===== src/rtl/lsbp_pkg.sv =====
`timescale 1ns / 1ps
// ----------------------------------------------------------------------------
// lsbp_pkg
// Shared types and constants of the lsb-first bit packer: request and result
// structs, command codes, register indexes and the width configuration group.
// ----------------------------------------------------------------------------
package lsbp_pkg;

    // field widths
    localparam int CMD_W    = 3;
    localparam int VALUE_W  = 32;
    localparam int FWIDTH_W = 6;
    localparam int BYTE_W   = 8;
    localparam int POS_W    = 3;
    localparam int APB_AW   = 4;
    localparam int APB_DW   = 32;
    localparam int REG_IDX_W = 2;

    // command codes
    localparam logic [CMD_W-1:0] CMD_TYPE_ONE   = 3'd0;
    localparam logic [CMD_W-1:0] CMD_TYPE_TWO   = 3'd1;
    localparam logic [CMD_W-1:0] CMD_TYPE_THREE = 3'd2;
    localparam logic [CMD_W-1:0] CMD_TYPE_FOUR  = 3'd3;
    localparam logic [CMD_W-1:0] CMD_EXPLICIT   = 3'd4;
    localparam logic [CMD_W-1:0] CMD_CHAR       = 3'd5;
    localparam logic [CMD_W-1:0] CMD_BIT        = 3'd6;
    localparam logic [CMD_W-1:0] CMD_FLUSH      = 3'd7;

    // register indexes
    localparam logic [REG_IDX_W-1:0] REG_WIDTH_ONE   = 2'd0;
    localparam logic [REG_IDX_W-1:0] REG_WIDTH_TWO   = 2'd1;
    localparam logic [REG_IDX_W-1:0] REG_WIDTH_THREE = 2'd2;
    localparam logic [REG_IDX_W-1:0] REG_WIDTH_FOUR  = 2'd3;

    // fixed widths
    localparam logic [FWIDTH_W-1:0] WIDTH_RESET = 6'd8;
    localparam logic [FWIDTH_W-1:0] WIDTH_CHAR  = 6'd7;
    localparam logic [FWIDTH_W-1:0] WIDTH_BIT   = 6'd1;
    localparam logic [VALUE_W-1:0]  CHAR_MASK   = 32'h0000_007f;
    localparam logic [VALUE_W-1:0]  BIT_MASK    = 32'h0000_0001;

    // input request
    typedef struct packed {
        logic [CMD_W-1:0]    cmd;
        logic [VALUE_W-1:0]  field_value;
        logic [FWIDTH_W-1:0] field_width;
    } t_in_item;

    // output result byte
    typedef struct packed {
        logic [BYTE_W-1:0] packed_byte;
        logic              last_of_run;
    } t_out_item;

    // configured type widths
    typedef struct packed {
        logic [FWIDTH_W-1:0] width_type_one;
        logic [FWIDTH_W-1:0] width_type_two;
        logic [FWIDTH_W-1:0] width_type_three;
        logic [FWIDTH_W-1:0] width_type_four;
    } t_cfg;

endpackage


===== src/rtl/lsbp_cfg.sv =====
`timescale 1ns / 1ps
// ----------------------------------------------------------------------------
// lsbp_cfg
// APB-style register file holding the four configured type widths.
// ----------------------------------------------------------------------------
module lsbp_cfg (
    input  logic                         i_clk,
    input  logic                         i_rst_n,
    input  logic                         psel,
    input  logic                         penable,
    input  logic                         pwrite,
    input  logic [lsbp_pkg::APB_AW-1:0]  paddr,
    input  logic [lsbp_pkg::APB_DW-1:0]  pwdata,
    output logic [lsbp_pkg::APB_DW-1:0]  prdata,
    output logic                         pready,
    output lsbp_pkg::t_cfg               o_cfg
);

    logic                                 wr_en;
    logic [lsbp_pkg::REG_IDX_W-1:0]       reg_idx;
    logic [lsbp_pkg::FWIDTH_W-1:0]        wr_val;
    logic [lsbp_pkg::FWIDTH_W-1:0]        rd_val;
    lsbp_pkg::t_cfg                       r_cfg;

    assign pready  = 1'b1;
    assign wr_en   = psel & penable & pwrite;
    assign reg_idx = paddr[lsbp_pkg::APB_AW-1:2];
    assign wr_val  = pwdata[lsbp_pkg::FWIDTH_W-1:0];

    // register writes
    always_ff @(posedge i_clk) begin
        if (!i_rst_n) begin
            r_cfg.width_type_one   <= lsbp_pkg::WIDTH_RESET;
            r_cfg.width_type_two   <= lsbp_pkg::WIDTH_RESET;
            r_cfg.width_type_three <= lsbp_pkg::WIDTH_RESET;
            r_cfg.width_type_four  <= lsbp_pkg::WIDTH_RESET;
        end else if (wr_en) begin
            unique case (reg_idx)
                lsbp_pkg::REG_WIDTH_ONE:   r_cfg.width_type_one   <= wr_val;
                lsbp_pkg::REG_WIDTH_TWO:   r_cfg.width_type_two   <= wr_val;
                lsbp_pkg::REG_WIDTH_THREE: r_cfg.width_type_three <= wr_val;
                lsbp_pkg::REG_WIDTH_FOUR:  r_cfg.width_type_four  <= wr_val;
                default: ;
            endcase
        end
    end

    // read mux
    always_comb begin
        unique case (reg_idx)
            lsbp_pkg::REG_WIDTH_ONE:   rd_val = r_cfg.width_type_one;
            lsbp_pkg::REG_WIDTH_TWO:   rd_val = r_cfg.width_type_two;
            lsbp_pkg::REG_WIDTH_THREE: rd_val = r_cfg.width_type_three;
            lsbp_pkg::REG_WIDTH_FOUR:  rd_val = r_cfg.width_type_four;
            default:                   rd_val = '0;
        endcase
    end

    assign prdata = {{(lsbp_pkg::APB_DW - lsbp_pkg::FWIDTH_W){1'b0}}, rd_val};
    assign o_cfg  = r_cfg;

endmodule


===== src/rtl/lsbp_core.sv =====
`timescale 1ns / 1ps
// ----------------------------------------------------------------------------
// lsbp_core
// Sequencer and shared chunk unit: each step moves up to one byte's worth of
// field bits into the partial byte and emits it once full.
// ----------------------------------------------------------------------------
module lsbp_core #(
    parameter int MAX_FIELD_WIDTH = 32
) (
    input  logic                 i_clk,
    input  logic                 i_rst_n,
    input  lsbp_pkg::t_cfg       i_cfg,
    input  logic                 i_in_valid,
    output logic                 o_in_ready,
    input  lsbp_pkg::t_in_item   i_in,
    output logic                 o_out_valid,
    input  logic                 i_out_ready,
    output lsbp_pkg::t_out_item  o_out
);

    localparam int RW = $clog2(MAX_FIELD_WIDTH + 1);

    typedef enum logic [1:0] {
        ST_IDLE,
        ST_RUN,
        ST_FLUSH
    } t_state;

    t_state                          r_state;
    logic [lsbp_pkg::VALUE_W-1:0]    r_val;
    logic [RW-1:0]                   r_rem;
    logic [lsbp_pkg::BYTE_W-1:0]     r_part;
    logic [lsbp_pkg::POS_W-1:0]      r_pos;
    logic                            r_out_valid;
    lsbp_pkg::t_out_item             r_out;

    logic                            accept;
    logic                            slot_free;
    logic [lsbp_pkg::FWIDTH_W-1:0]   raw_width;
    logic [RW-1:0]                   load_width;
    logic [lsbp_pkg::VALUE_W-1:0]    load_val;
    logic [3:0]                      space;
    logic [3:0]                      take;
    logic [lsbp_pkg::BYTE_W:0]       mask_wide;
    logic [lsbp_pkg::BYTE_W-1:0]     chunk;
    logic [lsbp_pkg::BYTE_W-1:0]     merged;
    logic [3:0]                      pos_sum;
    logic [RW-1:0]                   rem_next;
    logic                            last;
    logic                            emit;
    logic                            n_out_valid;

    assign o_in_ready = (r_state == ST_IDLE);
    assign accept     = i_in_valid & o_in_ready;
    assign slot_free  = ~r_out_valid | i_out_ready;

    // width and value of a new request
    always_comb begin
        unique case (i_in.cmd)
            lsbp_pkg::CMD_TYPE_ONE:   raw_width = i_cfg.width_type_one;
            lsbp_pkg::CMD_TYPE_TWO:   raw_width = i_cfg.width_type_two;
            lsbp_pkg::CMD_TYPE_THREE: raw_width = i_cfg.width_type_three;
            lsbp_pkg::CMD_TYPE_FOUR:  raw_width = i_cfg.width_type_four;
            lsbp_pkg::CMD_EXPLICIT:   raw_width = i_in.field_width;
            lsbp_pkg::CMD_CHAR:       raw_width = lsbp_pkg::WIDTH_CHAR;
            lsbp_pkg::CMD_BIT:        raw_width = lsbp_pkg::WIDTH_BIT;
            default:                  raw_width = '0;
        endcase
        case (i_in.cmd)
            lsbp_pkg::CMD_CHAR: load_val = i_in.field_value & lsbp_pkg::CHAR_MASK;
            lsbp_pkg::CMD_BIT:  load_val = i_in.field_value & lsbp_pkg::BIT_MASK;
            default:            load_val = i_in.field_value;
        endcase
        // saturate to the largest supported width
        if (int'(raw_width) > MAX_FIELD_WIDTH) begin
            load_width = RW'(MAX_FIELD_WIDTH);
        end else begin
            load_width = RW'(raw_width);
        end
    end

    // shared chunk unit: one step of up to eight bits
    always_comb begin
        space     = 4'd8 - {1'b0, r_pos};
        take      = (r_rem < RW'(space)) ? 4'(r_rem) : space;
        mask_wide = (9'd1 << take) - 9'd1;
        chunk     = r_val[lsbp_pkg::BYTE_W-1:0] & mask_wide[lsbp_pkg::BYTE_W-1:0];
        merged    = r_part | (chunk << r_pos);
        pos_sum   = {1'b0, r_pos} + take;
        rem_next  = r_rem - RW'(take);
        last      = (rem_next < RW'(8));
    end

    // a byte enters the output register this cycle
    assign emit        = slot_free & (((r_state == ST_RUN) & pos_sum[3]) |
                                      (r_state == ST_FLUSH));
    assign n_out_valid = emit | (r_out_valid & ~i_out_ready);

    // sequencer, state and output register
    always_ff @(posedge i_clk) begin
        if (!i_rst_n) begin
            r_state     <= ST_IDLE;
            r_part      <= '0;
            r_pos       <= '0;
            r_rem       <= '0;
            r_out_valid <= 1'b0;
        end else begin
            r_out_valid <= n_out_valid;
            unique case (r_state)
                ST_IDLE: begin
                    if (accept) begin
                        r_val <= load_val;
                        r_rem <= load_width;
                        if (i_in.cmd == lsbp_pkg::CMD_FLUSH) begin
                            if (r_pos != '0) begin
                                r_state <= ST_FLUSH;
                            end
                        end else if (load_width != '0) begin
                            r_state <= ST_RUN;
                        end
                    end
                end
                ST_RUN: begin
                    if (slot_free) begin
                        r_val <= r_val >> take;
                        r_rem <= rem_next;
                        if (pos_sum[3]) begin
                            r_out.packed_byte <= merged;
                            r_out.last_of_run <= last;
                            r_part            <= '0;
                            r_pos             <= '0;
                        end else begin
                            r_part <= merged;
                            r_pos  <= pos_sum[lsbp_pkg::POS_W-1:0];
                        end
                        if (rem_next == '0) begin
                            r_state <= ST_IDLE;
                        end
                    end
                end
                ST_FLUSH: begin
                    if (slot_free) begin
                        r_out.packed_byte <= r_part;
                        r_out.last_of_run <= 1'b1;
                        r_part            <= '0;
                        r_pos             <= '0;
                        r_state           <= ST_IDLE;
                    end
                end
                default: r_state <= ST_IDLE;
            endcase
        end
    end

    assign o_out_valid = r_out_valid;
    assign o_out       = r_out;

endmodule


===== src/rtl/lsb_first_bit_packer.sv =====
`timescale 1ns / 1ps
// ----------------------------------------------------------------------------
// lsb_first_bit_packer
// Variable-width bit packer, least significant bit first, with flush.
// ----------------------------------------------------------------------------
// Each request appends a field of 0 to MAX_FIELD_WIDTH bits to a byte stream,
// low bit first, and every byte that fills is sent out with last_of_run set on
// the final byte of that request; a flush sends a non-empty partial byte and
// clears it. Requests go through one shared chunk unit that moves at most one
// byte's worth of bits per cycle while the output register can take a byte; a
// request is accepted and then worked off in steps, and no new request is
// taken until the current one is done. Width registers sit at byte addresses
// 0, 4, 8 and 12.
// ----------------------------------------------------------------------------
module lsb_first_bit_packer #(
    parameter int MAX_FIELD_WIDTH = 32
) (
    input  logic                         i_clk,
    input  logic                         i_rst_n,
    input  logic                         psel,
    input  logic                         penable,
    input  logic                         pwrite,
    input  logic [lsbp_pkg::APB_AW-1:0]  paddr,
    input  logic [lsbp_pkg::APB_DW-1:0]  pwdata,
    output logic [lsbp_pkg::APB_DW-1:0]  prdata,
    output logic                         pready,
    input  logic                         i_in_valid,
    output logic                         o_in_ready,
    input  lsbp_pkg::t_in_item           i_in,
    output logic                         o_out_valid,
    input  logic                         i_out_ready,
    output lsbp_pkg::t_out_item          o_out
);

    lsbp_pkg::t_cfg cfg;

    // configuration registers
    lsbp_cfg u_cfg (
        .i_clk   (i_clk),
        .i_rst_n (i_rst_n),
        .psel    (psel),
        .penable (penable),
        .pwrite  (pwrite),
        .paddr   (paddr),
        .pwdata  (pwdata),
        .prdata  (prdata),
        .pready  (pready),
        .o_cfg   (cfg)
    );

    // packing sequencer
    lsbp_core #(
        .MAX_FIELD_WIDTH (MAX_FIELD_WIDTH)
    ) u_core (
        .i_clk       (i_clk),
        .i_rst_n     (i_rst_n),
        .i_cfg       (cfg),
        .i_in_valid  (i_in_valid),
        .o_in_ready  (o_in_ready),
        .i_in        (i_in),
        .o_out_valid (o_out_valid),
        .i_out_ready (i_out_ready),
        .o_out       (o_out)
    );

endmodule


===== config.mk =====
export PLATFORM = sky130hd
export DESIGN_NAME = lsb_first_bit_packer
export DESIGN_NICKNAME = d
export VERILOG_FILES = /design/src/rtl/lsbp_pkg.sv /design/src/rtl/lsbp_cfg.sv /design/src/rtl/lsbp_core.sv /design/src/rtl/lsb_first_bit_packer.sv
export SDC_FILE = /design/constraint.sdc
export NUM_CORES = 1
export LEC_CHECK = 0
export ABC_AREA = 0
export BUFFER_PORTS_ARGS = -buffer_cell sky130_fd_sc_hd__buf_2
export CAP_MARGIN = 5
export CELL_PAD_IN_SITES_DETAIL_PLACEMENT = 0
export CELL_PAD_IN_SITES_GLOBAL_PLACEMENT = 1
export CORE_MARGIN = 4
export CORE_UTILIZATION = 38
export DETAILED_ROUTE_END_ITERATION = 7
export PLACE_DENSITY = 0.8
export SYNTH_ARGS = -nofsm -noshare
export SYNTH_HDL_FRONTEND = slang
export SYNTH_SLANG_ARGS = --single-unit

===== constraint.sdc =====
create_clock -name i_clk -period 4 [get_ports i_clk]
set_input_delay 0.8 -clock i_clk [delete_from_list [all_inputs] [get_ports i_clk]]
set_output_delay 0.8 -clock i_clk [all_outputs]
set_load 0.02 [all_outputs]

Word-level counts from Yosys, hierarchy flattened
Index checks and enable logic that the tools add are counted.
{"block": "totals", "register_bits": 85, "input_bits": 84, "output_inout_bits": 44, "wordCells": 102}
{"block": "classes", "add_sub_neg": 4, "magnitude_cmp": 3, "n_eq_ne": 19, "n_shift": 3, "muxes": 31, "n_bitwise": 13, "reduce_logical": 17}
{"operator": "$pmux W32 S2", "count": 2}
{"operator": "$mux W32", "count": 2}
{"operator": "$pmux W6 S7", "count": 1}
{"operator": "$shr A32 B4 Y32", "count": 1}
{"operator": "$mux W9", "count": 3}
{"operator": "$mux W8", "count": 3}
{"operator": "$pmux W6 S4", "count": 1}
{"operator": "$mux W6", "count": 3}
{"operator": "$pmux W9 S2", "count": 1}
{"operator": "$pmux W8 S2", "count": 1}
{"operator": "$mux W2", "count": 7}
{"operator": "$eq A3 B3 Y1 const B", "count": 4}
{"operator": "$pmux W6 S2", "count": 1}
{"operator": "$mux W3", "count": 3}
{"operator": "$and A8 B8 Y8", "count": 1}
{"operator": "$or A8 B8 Y8", "count": 1}
{"operator": "$reduce_and A2 Y1", "count": 4}
{"operator": "$shl A1 B4 Y8 const A", "count": 1}
{"operator": "$shl A8 B3 Y8", "count": 1}
{"operator": "$sub A8 B1 Y8 const B", "count": 1}
{"operator": "$and A1 B1 Y1", "count": 6}
{"operator": "$eq A2 B2 Y1 const B", "count": 3}
{"operator": "$eq A3 B2 Y1 const B", "count": 2}
{"operator": "$gt A6 B6 Y1 const B", "count": 1}
{"operator": "25 further kinds", "count": 36}

Logic depth before layout (Yosys ltp)
{"block": "depth", "ltp_word": 11, "ltp_mapped": 20, "mapped_depth_nobuf": 17}

Cells and area by module
Synthesis repeated with hierarchy kept, for this count alone.
{"block": "unflattened", "hier_cells": 743, "area_unflattened_um2": 6756.5}
{"mod": "lsbp_core", "instances": 1, "cells_per_inst": 619, "area_per_inst_um2": 5435.2, "seq_area_each_um2": 1631.6}
{"mod": "lsbp_cfg", "instances": 1, "cells_per_inst": 124, "area_per_inst_um2": 1321.3, "seq_area_each_um2": 480.5}

Worst setup path before layout
Ideal clock, no wire load.
{"block": "synth_timing", "kind": "reg-to-reg", "from": "register u_core.r_pos[0] (netlist bit)", "to": "register u_core.r_out, in the netlist u_core.o_out[0] (enable)", "setup_time_ps": 387, "arrival_time_ps": 3859, "t_required_ps": 3613, "setup_slack_ps": -246, "path_stages_with_launch": 17, "path_buffers": 2, "synth_period_minus_slack_ps": 4246, "path_cell_list": "dfxtp_1 -> buf_2 -> clkinv_1 -> ha_1 -> ha_1 -> xnor2_1 -> and3_4 -> a211oi_1 -> nor2_2 -> inv_2 -> buf_2 -> ha_1 -> a21o_1 -> a21oi_1 -> xnor2_1 -> nor2_1 -> nor3_1"}
{"block": "synth_between", "elab_chain_len": 6}
{"item": "start, declared", "line": "lsbp_core.sv:33", "rtl": "logic [lsbp_pkg::POS_W-1:0] r_pos;"}
{"item": "start signal, assigned", "line": "lsbp_core.sv:134", "rtl": "r_pos <= pos_sum[lsbp_pkg::POS_W-1:0];"}
{"item": "$sub A4 B3 Y4", "line": "lsbp_core.sv:84", "rtl": "space = 4'd8 - {1'b0, r_pos};"}
{"item": "$lt A6 B4 Y1", "line": "lsbp_core.sv:85", "rtl": "take = (r_rem < RW'(space)) ? 4'(r_rem) : space;"}
{"item": "$mux W4", "line": "lsbp_core.sv:85"}
{"item": "$add A3 B4 Y4 (*)", "line": "lsbp_core.sv:89", "rtl": "pos_sum = {1'b0, r_pos} + take;"}
{"item": "$ne A2 B1 Y1 (no source line) (*)"}
{"item": "$reduce_and A5 Y1 (no source line) (*)"}
{"item": "end, declared", "line": "lsbp_core.sv:35", "rtl": "lsbp_pkg::t_out_item r_out;"}
Mark *: on every way between the ends. The rest lies on a longest branch, timed or not.
A chain may end at the register's enable or synchronous reset.

Worst setup path in the final report
{"block": "layout_timing", "from": "register u_core.r_pos[1] (netlist bit)", "to": "register u_core.r_out, in the netlist u_core.o_out[6], data pin"}
{"block": "layout_between", "elab_chain_len": 11}
{"item": "$sub A4 B3 Y4", "line": "lsbp_core.sv:84"}
{"item": "$lt A6 B4 Y1", "line": "lsbp_core.sv:85"}
{"item": "$mux W4", "line": "lsbp_core.sv:85"}
{"item": "$shl A1 B4 Y8", "line": "lsbp_core.sv:86", "rtl": "mask_wide = (9'd1 << take) - 9'd1;"}
{"item": "$sub A8 B1 Y8", "line": "lsbp_core.sv:86"}
{"item": "$and A8 B8 Y8", "line": "lsbp_core.sv:87", "rtl": "chunk = r_val[lsbp_pkg::BYTE_W-1:0] & mask_wide[lsbp_pkg::BYTE_W-1:0];"}
{"item": "$shl A8 B3 Y8 (*)", "line": "lsbp_core.sv:88", "rtl": "merged = r_part | (chunk << r_pos);"}
{"item": "$or A8 B8 Y8 (*)", "line": "lsbp_core.sv:88"}
{"item": "$mux W9 (*)", "line": "lsbp_core.sv:127", "rtl": "if (pos_sum[3]) begin"}
{"item": "$mux W9 (*)", "line": "lsbp_core.sv:124", "rtl": "if (slot_free) begin"}
{"item": "$pmux W9 S2 (*)", "line": "lsbp_core.sv:109", "rtl": "unique case (r_state)"}
Mark *: on every way between the ends. The rest lies on a longest branch, timed or not. The select of a mux whose other input is x is not followed.

==> results.toml <==
[cells_and_area]
final_nets = 904
finalInstanceArea_um2 = 7590
layout-drive-gt1-share = 0.225
multi_input_area_um2 = 4100
fillers = 1644
insertedDiodeCount = 0
instances_no_fill = 1029
area_growth_pct = 17.5
seqCellArea_um2 = 2110

[hold_path]
min_path_type = "flip-flop to flip-flop"
min_from = "u_core.r_part[3]$_SDFFE_PN0P_"

[floorplanning]
initial_core_util = 0.388
rows = 47
die-area_um2 = 19100
die_y_um = 138
die_w_um = 138
top_level_ports = 128
coreArea_um2 = 16600

[pwr]
intPower_mw = 3.55
irDropWorstVdd_v = 0.000348
power_density_nw_per_um2 = 895
clkPwrFrac = 0.126
total_power_mw = 6.80
power_frac_seq = 0.200
leakage_nw = 3.41
sw_frac_of_total = 0.478
combPwrFrac = 0.674
switchingPower_mw = 3.25

[worst_setup_path]
reg2reg_to = "u_core.o_out[6]$_DFFE_PP_"
critPathCapture = "u_core.o_out[6]$_DFFE_PP_"
startpoint = "u_core.r_pos[1]$_SDFFE_PN0P_"
path_max_fanout = 6
path_class = "flip-flop to flip-flop"
arrival_ps = 3860
timing.rr.start = "u_core.r_pos[1]$_SDFFE_PN0P_"
cp.required_ps = 4090
rr_worst_depth = 17
rrSetupSlack_ps = 230
crit_path_start_kind = "flip-flop"
end_kind = "flip-flop"

[synth]
synth_compound_area_frac = 0.204
synth_flop_cell = "dfxtp_1"
synth-simple-area-share = 0.158
mappedNetlistArea_um2 = 6460
synth_seq_cells = 85
synth.area.mux_share = 0.191
synth_cell_type_count = 79
synth_cells = 722
synth-edff-count = 41
yosysSeqAreaShare = 0.327
syn_area_per_cell_um2 = 8.95
netlist_top_cells_area = "edfxtp_1 (19%), mux2i_1 (16%), dfxtp_1 (14%)"
synth_top_area_cell = "edfxtp_1"
synth_warnings = 0
synthAdderAreaFrac = 0.0322
synthDominantCellAreaShare = 0.191
synth_top_family_by_area = "compound AO/OA/AOI/OAI gates"
synth_xor_area_frac = 0.00814
async_reset_ff_frac = 0

[cts]
cts_max_level = 3
cts_sinks = 85
clock_latency_ps = 360
cts_tree = "built"
cts.path.max_buffers = 2
clk_pin_slew_ps = 60
cts_buffers = 9
clock-root-buffer = "clkbuf_16"

[global_route]
grt_usage = 0.188
grt_overflow = 0
grt_max_degree = 34
grt_pass1_vias = 5716
grt_pass1_wl_um = 29700
grt_antenna_before_repair = 0

[placement]
place_inst = 1013
portBuffers = 72
dpl_cell_area_um2 = 7160
post-place-ws_ps = -36.3
gp_congestion = 0.865
dp_hpwl_um = 13800

[sta]
relSlewSlack = 0.319
finalMaxSlewViolations = 0
period_needed_ps = 3770
finalHoldViolations = 0
rsz0062_at_grt = "no"
max_freq_mhz = 265
period_share = 0.942
whs_ps = 448
worstMarginPinSlew_ps = 1020
skew_ps = 10.4
fin_ws_ps = 231
setup_violations = 0

[drt]
drtPass1Iterations = 5
routed-via-count = 5845
met3WireLength_um = 1120
top_layer = "met4"
route.detailed.drc = 0
post_drt_via_cell_ratio = 5.68
drtIter0Drc = 444
routedWlPerCell_um = 17.8
ant_nets = 0
wl_met1_um = 8600
routed_wl_um = 18300
wl_met2_um = 8310

[status]
status = "completed"

[run]
max-cap-violations = 0
-- state kept, by name, summed over array words and instances (netlist names) --
| register | count |
|---|---|
| u_core.r_part | 8 |
| u_cfg.o_cfg | 24 |
| u_core.r_val | 32 |
| u_core.r_state | 2 |
| u_core.r_rem | 6 |
| u_core.o_out_valid | 1 |
| u_core.r_pos | 3 |
| u_core.o_out | 9 |
-- how the worst min path moves through the flow --
stage,slack (ps),depth (start not counted),endpoint
finish,450,2,u_core.r_part[3]$_SDFFE_PN0P_
floorplan,430,2,u_core.r_part[3]$_SDFFE_PN0P_
detailed placement,440,2,u_core.r_part[3]$_SDFFE_PN0P_
global route,470,2,u_core.r_part[3]$_SDFFE_PN0P_
global placement,440,2,u_core.r_part[3]$_SDFFE_PN0P_
CTS,450,2,u_core.r_part[3]$_SDFFE_PN0P_
-- cells in the mapped netlist (3+ instances only) --
cell       instances
mux2i_1          104
nand2_1           65
nor2_1            65
dfxtp_1           44
edfxtp_1          41
o21ai_0           35
a21oi_1           33
buf_4             30
clkbuf_1          25
inv_1             21
nand3_1           19
o221ai_1          17
ha_1              15
nor3_1            14
a22oi_1           11
buf_2             10
o211ai_1          10
nand4_1            9
a31oi_1            8
nor2b_1            8
a32oi_1            7
a21o_1             6
mux4_2             6
or3_1              6
a21boi_0           5
a22o_1             5
and3_1             5
inv_2              4
mux2_2             4
nand3b_1           4
o21a_1             4
xnor2_1            4
a2111oi_0          3
a211oi_1           3
clkinv_1           3
o21bai_1           3
o22ai_1            3
o31ai_1            3
or4_1              3
-- logic make-up (layout without fill, tap and decap cells) --
group	after synthesis	after routing
buf+inv	97	159
xor+xnor	6	6
fa+ha+maj	16	16
flops	85	85
mux	115	115
other cells	2	27
simple gates	215	215
compound gates	186	186
-- placed cells by master, fill, tap and decap left out, types with 6 or more instances in the layout --
cell	count
conb_1	27
nand2_1	65
inv_2	6
a32oi_1	6
nor2b_1	8
clkbuf_16	10
a22oi_1	11
o211ai_1	10
nor3_1	12
nand3_1	19
inv_1	20
mux2i_1	104
edfxtp_1	41
ha_1	12
buf_2	72
mux4_2	6
buf_4	42
o21ai_0	35
nor2_1	65
a21oi_1	32
or3_1	6
a31oi_1	7
dfxtp_1	42
o221ai_1	17
nand4_1	9
-- critical path, stage by stage (launching register included) --
cell and delay (ps):
dfxtp_2 350, inv_1 80, ha_4 310, inv_1 90
ha_1 340, a21o_4 260, a211oi_4 310, nor2_4 70
inv_2 90, nand3_1 140, ha_4 220, inv_2 100
o41ai_1 80, o221ai_1 250, o32ai_1 160, a2111oi_2 440
buf_4 180, a21oi_1 30
-- cell type report --
type,instances,share of cell area
Timing Repair Buffer,115,0.0917
Tap cell,220,0.0363
Sequential cell,85,0.279
Inverter,28,0.0138
Multi-Input combinational cell,565,0.540
Clock inverter,6,0.00659
Clock buffer,10,0.0330
-- repair_timing --
action                                  CTS  global route
endpoints found under the setup margin    2            28
gates resized for setup                   2            23
hold buffers                              0             0
buffers inserted                          0             0
pin swaps                                 0             4
-- metal layers --
layer | vias to the layer above | global-route usage
li1 | 2840 | -
met1 | 2800 | 0.262
met2 | 180 | 0.295
met3 | 25 | 0.0442
met4 | 0 | 0.0442
met5 | - | 0
-- stage by stage --
| stage | util | setup TNS [ps] |
|---|---|---|
| floorplan | - | -127 |
| global placement | 0.430 | -33.2 |
| detailed placement | 0.430 | -36.3 |
| CTS | 0.449 | 0 |
| global route | 0.456 | 0 |
| finish | 0.456 | 0 |
-- power by group through the flow --
| stage | Combinational, mW | Sequential, mW | Clock, mW |
|---|---|---|---|
| final | 4.58 | 1.36 | 0.858 |
| after global routing | 5.02 | 1.38 | 0.909 |
| after CTS | 4.39 | 1.35 | 0.869 |
| after detailed placement | 4.35 | 1.37 | 0 |
| after global placement | 4.33 | 1.37 | 0 |
| after floorplan | 3.05 | 1.36 | 0 |
(Power assumes the default switching activity.)
